File: src/design/sfpd_pkg.sv
// Package for the stream first-pattern delete unit.
// Holds bus widths, register indexes and default sizes; depends on nothing.

package sfpd_pkg;

  localparam int MAX_PATTERN_DEFAULT = 8;

  localparam int DATA_W     = 8;
  localparam int PATTERN_W  = 64;
  localparam int LEN_W      = 4;
  localparam int S_TDATA_W  = 8;
  localparam int M_TDATA_W  = 8;
  localparam int CFG_IDX_W  = 1;
  localparam int CFG_DATA_W = 64;

  typedef enum logic [CFG_IDX_W-1:0] {
    CFG_PATTERN_BYTES  = 1'b0,
    CFG_PATTERN_LENGTH = 1'b1
  } cfg_index_t;

endpackage

File: src/design/stream_first_pattern_delete_unit.sv
// Top level of the stream first-pattern delete unit.
// Uses sfpd_pkg for widths, register indexes and the default pattern depth.
//
// Channel   Dir  Beat contents (lowest bit first)
// s_*       in   tdata: data_byte[7:0]; tlast: end_of_string
// m_*       out  tdata: out_byte[7:0]; tuser: byte_valid; tlast: final_result
// cfg_*     in   cfg_index selects pattern_bytes (0) or pattern_length (1)
//
// A byte is taken every cycle while each byte yields at most one result and
// the output is not stalled. A byte with more results (end-of-string flush,
// or a shortened pattern) holds off the input while the result buffer drains
// one beat per ready cycle. Reset is synchronous and clears the window state.
// The output register may stall while the next input byte is still accepted.

module stream_first_pattern_delete_unit #(
  parameter int MAX_PATTERN = sfpd_pkg::MAX_PATTERN_DEFAULT
) (
  input  logic                            clk,
  input  logic                            rst,
  input  logic                            s_tvalid,
  output logic                            s_tready,
  input  logic [sfpd_pkg::S_TDATA_W-1:0]  s_tdata,   // data_byte
  input  logic                            s_tlast,
  output logic                            m_tvalid,
  input  logic                            m_tready,
  output logic [sfpd_pkg::M_TDATA_W-1:0]  m_tdata,   // out_byte
  output logic                            m_tuser,   // byte_valid
  output logic                            m_tlast,
  input  logic                            cfg_we,
  input  logic [sfpd_pkg::CFG_IDX_W-1:0]  cfg_index,
  input  logic [sfpd_pkg::CFG_DATA_W-1:0] cfg_data
);

  localparam int FW = $clog2(MAX_PATTERN + 1);
  localparam int DW = sfpd_pkg::DATA_W;

  logic [sfpd_pkg::PATTERN_W-1:0] pattern_bytes;
  logic [sfpd_pkg::LEN_W-1:0]     pattern_length;

  logic [DW-1:0] window [MAX_PATTERN];
  logic [FW-1:0] window_fill;
  logic          already_removed;

  logic [DW-1:0] burst_bytes [MAX_PATTERN];
  logic [FW-1:0] burst_count;
  logic          burst_last;
  logic          burst_bare;

  logic [DW-1:0] out_byte;
  logic          out_byte_valid;

  logic [FW-1:0] len_act;
  logic [FW-1:0] total;
  logic [FW-1:0] shift_amt;
  logic          reach;
  logic          match;
  logic          full_match;
  logic [FW-1:0] emit_count;
  logic          emit_bare;
  logic [FW-1:0] window_fill_next;
  logic          already_removed_next;
  logic [DW-1:0] seq_bytes [MAX_PATTERN];
  logic [DW-1:0] shifted [MAX_PATTERN];
  logic [DW-1:0] window_next [MAX_PATTERN];

  logic accept;
  logic move;

  assign move   = (burst_count != '0) && (!m_tvalid || m_tready);
  assign s_tready = (burst_count == '0) || ((burst_count == FW'(1)) && move);
  assign accept = s_tvalid && s_tready;

  always_comb begin
    if (pattern_length == '0) begin
      len_act = FW'(1);
    end else if (pattern_length > sfpd_pkg::LEN_W'(MAX_PATTERN)) begin
      len_act = FW'(MAX_PATTERN);
    end else begin
      len_act = FW'(pattern_length);
    end

    for (int i = 0; i < MAX_PATTERN; i++) begin
      if (i < int'(window_fill)) begin
        seq_bytes[i] = window[i];
      end else begin
        seq_bytes[i] = s_tdata[DW-1:0];
      end
    end

    total     = window_fill + FW'(1);
    reach     = !already_removed && (total >= len_act);
    shift_amt = reach ? (total - len_act) : '0;

    for (int i = 0; i < MAX_PATTERN; i++) begin
      shifted[i] = s_tdata[DW-1:0];
      for (int j = i; j < MAX_PATTERN; j++) begin
        if (int'(shift_amt) == j - i) begin
          shifted[i] = seq_bytes[j];
        end
      end
    end

    match = 1'b1;
    for (int i = 0; i < MAX_PATTERN; i++) begin
      if (i < int'(len_act) && shifted[i] != pattern_bytes[8*i +: 8]) begin
        match = 1'b0;
      end
    end
    full_match = reach && match;

    for (int i = 0; i < MAX_PATTERN; i++) begin
      if (!reach) begin
        window_next[i] = seq_bytes[i];
      end else if (i + 1 < MAX_PATTERN) begin
        window_next[i] = shifted[i + 1];
      end else begin
        window_next[i] = s_tdata[DW-1:0];
      end
    end

    already_removed_next = already_removed;
    if (already_removed) begin
      emit_count       = FW'(1);
      window_fill_next = '0;
    end else if (!reach) begin
      emit_count       = '0;
      window_fill_next = total;
    end else if (full_match) begin
      emit_count           = shift_amt;
      window_fill_next     = '0;
      already_removed_next = 1'b1;
    end else begin
      emit_count       = shift_amt + FW'(1);
      window_fill_next = len_act - FW'(1);
    end

    if (s_tlast) begin
      if (already_removed) begin
        emit_count = FW'(1);
      end else if (full_match) begin
        emit_count = shift_amt;
      end else begin
        emit_count = total;
      end
      window_fill_next     = '0;
      already_removed_next = 1'b0;
    end

    emit_bare = s_tlast && (emit_count == '0);
  end

  always_ff @(posedge clk) begin
    if (rst) begin
      pattern_bytes  <= '0;
      pattern_length <= sfpd_pkg::LEN_W'(1);
    end else if (cfg_we) begin
      case (cfg_index)
        sfpd_pkg::CFG_PATTERN_BYTES: begin
          pattern_bytes <= cfg_data;
        end
        sfpd_pkg::CFG_PATTERN_LENGTH: begin
          pattern_length <= cfg_data[sfpd_pkg::LEN_W-1:0];
        end
        default: begin
        end
      endcase
    end
  end

  always_ff @(posedge clk) begin
    if (rst) begin
      window_fill     <= '0;
      already_removed <= 1'b0;
    end else if (accept) begin
      window_fill     <= window_fill_next;
      already_removed <= already_removed_next;
    end
  end

  always_ff @(posedge clk) begin
    if (accept) begin
      for (int i = 0; i < MAX_PATTERN; i++) begin
        window[i] <= window_next[i];
      end
    end
  end

  always_ff @(posedge clk) begin
    if (rst) begin
      burst_count <= '0;
    end else if (accept) begin
      burst_count <= emit_bare ? FW'(1) : emit_count;
    end else if (move) begin
      burst_count <= burst_count - FW'(1);
    end
  end

  always_ff @(posedge clk) begin
    if (accept) begin
      for (int i = 0; i < MAX_PATTERN; i++) begin
        burst_bytes[i] <= seq_bytes[i];
      end
      burst_last <= s_tlast;
      burst_bare <= emit_bare;
    end else if (move) begin
      for (int i = 0; i + 1 < MAX_PATTERN; i++) begin
        burst_bytes[i] <= burst_bytes[i + 1];
      end
    end
  end

  always_ff @(posedge clk) begin
    if (rst) begin
      m_tvalid <= 1'b0;
    end else if (move) begin
      m_tvalid <= 1'b1;
    end else if (m_tready) begin
      m_tvalid <= 1'b0;
    end
  end

  always_ff @(posedge clk) begin
    if (move) begin
      out_byte       <= burst_bare ? '0 : burst_bytes[0];
      out_byte_valid <= !burst_bare;
      m_tlast        <= burst_last && (burst_count == FW'(1));
    end
  end

  assign m_tdata = out_byte;
  assign m_tuser = out_byte_valid;

  // The input is only taken once the buffered results are drained or leaving.
  a_accept_drained: assert property (@(posedge clk) disable iff (rst)
    accept |-> (burst_count <= FW'(1)))
    else $error("byte accepted while results still buffered");

  // The window never holds a full pattern between bytes.
  a_fill_bound: assert property (@(posedge clk) disable iff (rst)
    window_fill < FW'(MAX_PATTERN))
    else $error("window fill reached pattern depth");

  // After the deletion the window stays empty.
  a_removed_empty: assert property (@(posedge clk) disable iff (rst)
    already_removed |-> (window_fill == '0))
    else $error("window holds bytes after deletion");

  // A bare end marker always closes the string.
  a_bare_last: assert property (@(posedge clk) disable iff (rst)
    (m_tvalid && !m_tuser) |-> m_tlast)
    else $error("bare end marker without tlast");

endmodule

File: config.mk
export PLATFORM = sky130hd
export DESIGN_NAME = stream_first_pattern_delete_unit
export DESIGN_NICKNAME = d
export VERILOG_FILES = /design/src/design/sfpd_pkg.sv /design/src/design/stream_first_pattern_delete_unit.sv
export SDC_FILE = /design/constraint.sdc
export NUM_CORES = 1
export LEC_CHECK = 0
export BUFFER_PORTS_ARGS = -buffer_cell sky130_fd_sc_hd__buf_2
export CAP_MARGIN = 20
export CORE_UTILIZATION = 34
export DETAILED_ROUTE_END_ITERATION = 6
export HOLD_SLACK_MARGIN = 0.02
export PLACE_DENSITY = 0.47
export SLEW_MARGIN = 20
export SYNTH_ARGS = -nofsm -noshare
export SYNTH_HDL_FRONTEND = slang
export SYNTH_SLANG_ARGS = --single-unit
File: constraint.sdc
create_clock -name clk -period 7.45 [get_ports clk]
set_input_delay 2.235 -clock clk [delete_from_list [all_inputs] [get_ports clk]]
set_output_delay 2.235 -clock clk [all_outputs]
set_load 0.005 [all_outputs]
==> metrics list <==
- Switching share of power: 50.90%
- Sequential cells burn 22.8% of the power.
- Post-Syn Instances: 1918
- Number of buffers added on ports: 90
- Highest clock rate: 141.7 MHz
- Clock tree synthesis selected as its root buffer the cell sky130_fd_sc_hd__clkbuf_16.
* Mapped Nets: 2013
- Syn_area_per_cell: 8.195 µm²
- The repair_antennas step left the layout with diodes totalling 0.
- Pin count of the biggest net entering global routing: 80
* Critical path startpoint category: flop
* Worst Slack Setup Final: 0.3946 ns
- After the last flow step, the layout net total stands at 2103.
* Combinational share of power: 62.9%
* Die area: 47100 µm²
* Warnings, synthesis: 0
* TritonCTS clock tree: done
- Top flip-flop cell by instance count after synthesis: sky130_fd_sc_hd__edfxtp_1
- The longest clock path from root to sink contains 3 buffers.
- TritonCTS Buffers: 27
- In this run the core area contains 78 standard-cell rows.
- The die is 217.0 µm wide.
- Period Utilization, post-route: 94.70%
* Internal Pwr Total: 4.596 mW
- After routing the design area is 18350 µm².
- The worst pin sits at a relative slew slack of 17.90%.
* Vias in the first global route: 15890
- Clock-pin slew was measured on the worst setup and hold paths at 0.06 ns.
- Fraction of layout instances using a drive strength above 1: 16.66%
* Average wire per cell in the routed design: 34.03 µm
- The flow ran to the end, but the final reports show violations.
- Num ports: 91
- The detailed router placed 16950 vias in this run.
- Setup violations remaining at the end of the flow were counted as 0.
- The final-report hold violation count was 0.
* Most frequently used cell type in the post-synthesis netlist: sky130_fd_sc_hd__nand2_1
- Pre-CTS worst setup slack: 0.1786 ns
* Dpl hpwl: 66.88 mm
- Worst setup path class: reg -> reg
* Count of distinct cell types in the synthesized netlist: 86
* Starting DRC count in detailed routing: 2192
* Violated checks: DRC
- In this run the static leakage power is 6.815 nW.
- Area added between synthesis and finish: 16.76%
- Clock skew on the completed layout was measured at 0.01727 ns.
- Number of remaining DRC errors: 8
- At the worst endpoint, the arrival time is 7.48 ns.
* Largest area contributor in the synthesized netlist: sky130_fd_sc_hd__edfxtp_1
- Top cells by area, synth: sky130_fd_sc_hd__edfxtp_1 (27%), sky130_fd_sc_hd__dfxtp_1 (9.9%), sky130_fd_sc_hd__a21oi_1 (7.8%)
- STA classifies the critical path endpoint as a flop.
- Number of buffer and inverter instances along the worst setup path: 7
- For this design the ratio of total power to cell area is 510.0 nW/µm².
- Max-cap violations: 0
- Avg Vias per Cell: 6.449
- Among cell families on the critical path, the largest total delay comes from compound AO/OA/AOI/OAI gates.
- Global routing used 37.51% of the available tracks.
* Share of synthesized area occupied by flip-flops and latches: 36.68%
- The top cell type by area accounts for 26.75% of the synthesized area.
* Core region area: 45480 µm²
* Fraction of registers with async set/reset: 0%
- Setup repair after global routing left no endpoint under its margin.
- Die Height: 217.0 µm
* Post CTS Setup Buffer Count: 0
- Number of synthesized flops with an enable pin: 140
- Library cell appearing most often on the critical path: sky130_fd_sc_hd__buf_4
- Total standard cell area after synthesis: 15720 µm²
- Drt first pass iters: 7
- The number of antenna violations at the first check in global routing came to 3.
- After routing, the total negative slack on setup checks comes to 0 ns.
- After layout, the minimum clock period comes to 7.055 ns.
* Sw Pwr: 4.764 mW
- Post-cts sizing count: 0
- At the pin with the least slew margin, the transition time is 1.219 ns.
- For this configuration, the core starts out at a cell density of 34.56%.
- Worst min-delay path class: reg -> reg
- Worst Path Required: 7.87 ns
- Source-to-sink clock delay at the later pin of the worst-skew pair: 0.58 ns
* Most used standard cells in the synthesized netlist: sky130_fd_sc_hd__nand2_1 (251), sky130_fd_sc_hd__a21oi_1 (246), sky130_fd_sc_hd__nor2_1 (177), sky130_fd_sc_hd__edfxtp_1 (140), sky130_fd_sc_hd__clkbuf_1 (129)
- Per report_power, the clock group accounts for 14.3% of the total.
- The first global-routing pass estimated 125.2 mm of wire.
- The final-report max-slew violation count was 0.
- The largest individual stage delay along the critical path comes from the cell sky130_fd_sc_hd__or4b_2.
- Across the VDD grid, the largest voltage drop is 0.3655 mV.
- Of all nets on the critical path, the largest fanout is 16.
- In this run, post-CTS hold repair placed 0 buffers.
- Summed over all layers, the routed wires come to 89.47 mm.
* Final global-route overflow total: 0
- Cell Area, Placed: 17460 µm²
* CTS H-tree lvls: 1
- RD Place Congestion: 1.107
- For this design, the sink count on the clock tree is 218.
- On the worst path, the slowest cell contributes a delay of 0.62 ns.
- The count of nets left with antenna violations once routing finished came out at 0.
- The synthesized design contains 218 register bits.
-- tightest hold or removal path, cell delays in order, from the launching register on --
cell and delay [ns]:
sky130_fd_sc_hd__dfxtp_1 0.33, sky130_fd_sc_hd__nand2_1 0.06, sky130_fd_sc_hd__a21oi_1 0.05
-- state kept, by name, indices dropped and copies added, names as in the netlist, 4 cells and up --
name and cells:
burst_bytes 64, pattern_bytes 64, window 64, m_tdata 8, burst_count 4, pattern_length 4, window_fill 4
-- per-stage QoR --
stage	power, mW	hold slack, ns	std cells	util (%)
after floorplan	5.250	0.4361	1918	-
after global placement	7.778	0.4660	2578	38.37
after detailed placement	7.765	0.4645	2579	38.40
after CTS	9.119	0.4787	2629	40.36
after global routing	9.670	0.4923	2629	40.36
final	9.360	0.4812	2629	40.36
-- cell type report --
type                       count  area, µm²
clock buffer                  38      768.2
clock inverter                12      122.6
fill                        4722      27120
inverter                      42      158.9
multi-input combinational   1482       9193
sequential                   218       5766
tap                          600      750.7
timing repair buffer         237       1595
-- power by group through the flow --
stage               clock network [mW]  registers, mW  logic, mW
floorplan                            0           2.09       3.16
global placement                     0           2.14       5.64
detailed placement                   0           2.15       5.62
CTS                               1.37           2.13       5.62
global route                      1.41           2.17       6.10
finish                            1.34           2.13       5.89
-- routing by layer --
layer	GRT usage (%)	routed length (µm)	up-vias
li1	-	-	7328
met1	50.61	37610	8329
met2	54.71	36980	1010
met3	8.581	8721	283
met4	21.41	6118	4
met5	0.5208	40	-
-- worst paths after layout --
kind / startpoint / endpoint / slack [ns] / cells past startpoint
worst min-delay path: pattern_bytes[31] / pattern_bytes[31] / 0.48 / 2
worst max-delay path: window_fill[0] / burst_count[2] / 0.39 / 26
worst min register to register: pattern_bytes[31] / pattern_bytes[31] / 0.48 / 2
worst max register to register: window_fill[0] / burst_count[2] / 0.39 / 26
-- placed cells by master (no fill, tap or decap), types with 9 or more instances in the layout --
cell	count
sky130_fd_sc_hd__a2111oi_0	12
sky130_fd_sc_hd__a211oi_1	25
sky130_fd_sc_hd__a21o_1	9
sky130_fd_sc_hd__a21oi_1	246
sky130_fd_sc_hd__a221o_1	10
sky130_fd_sc_hd__a221oi_1	35
sky130_fd_sc_hd__a22oi_1	27
sky130_fd_sc_hd__a31oi_1	28
sky130_fd_sc_hd__and3_1	19
sky130_fd_sc_hd__buf_2	90
sky130_fd_sc_hd__buf_4	143
sky130_fd_sc_hd__clkbuf_16	28
sky130_fd_sc_hd__dfxtp_1	78
sky130_fd_sc_hd__edfxtp_1	140
sky130_fd_sc_hd__ha_1	12
sky130_fd_sc_hd__inv_1	35
sky130_fd_sc_hd__mux2_2	21
sky130_fd_sc_hd__mux2i_1	58
sky130_fd_sc_hd__nand2_1	250
sky130_fd_sc_hd__nand3_1	28
sky130_fd_sc_hd__nand4_1	14
sky130_fd_sc_hd__nor2_1	177
sky130_fd_sc_hd__nor2b_1	26
sky130_fd_sc_hd__nor3_1	30
sky130_fd_sc_hd__nor4_1	13
sky130_fd_sc_hd__o211ai_1	25
sky130_fd_sc_hd__o21ai_0	94
sky130_fd_sc_hd__o221ai_1	22
sky130_fd_sc_hd__o22ai_1	30
sky130_fd_sc_hd__xnor2_1	72
sky130_fd_sc_hd__xor2_1	34
-- kinds of logic (layout without fill, tap and decap cells) --
kind of cell / Yosys count / in the layout / share of synthesized area, %
AOI/OAI and AO/OA: 665 / 665 / 27.62
xor gates and xnor gates: 106 / 106 / 5.906
adders and majority gates: 16 / 16 / 1.321
buffers and inverters: 218 / 329 / 5.373
DFF: 218 / 218 / 36.68
muxes: 88 / 88 / 5.874
and+or+nand+nor: 607 / 607 / 17.23
Note: power is estimated with default switching activity, not from simulation.
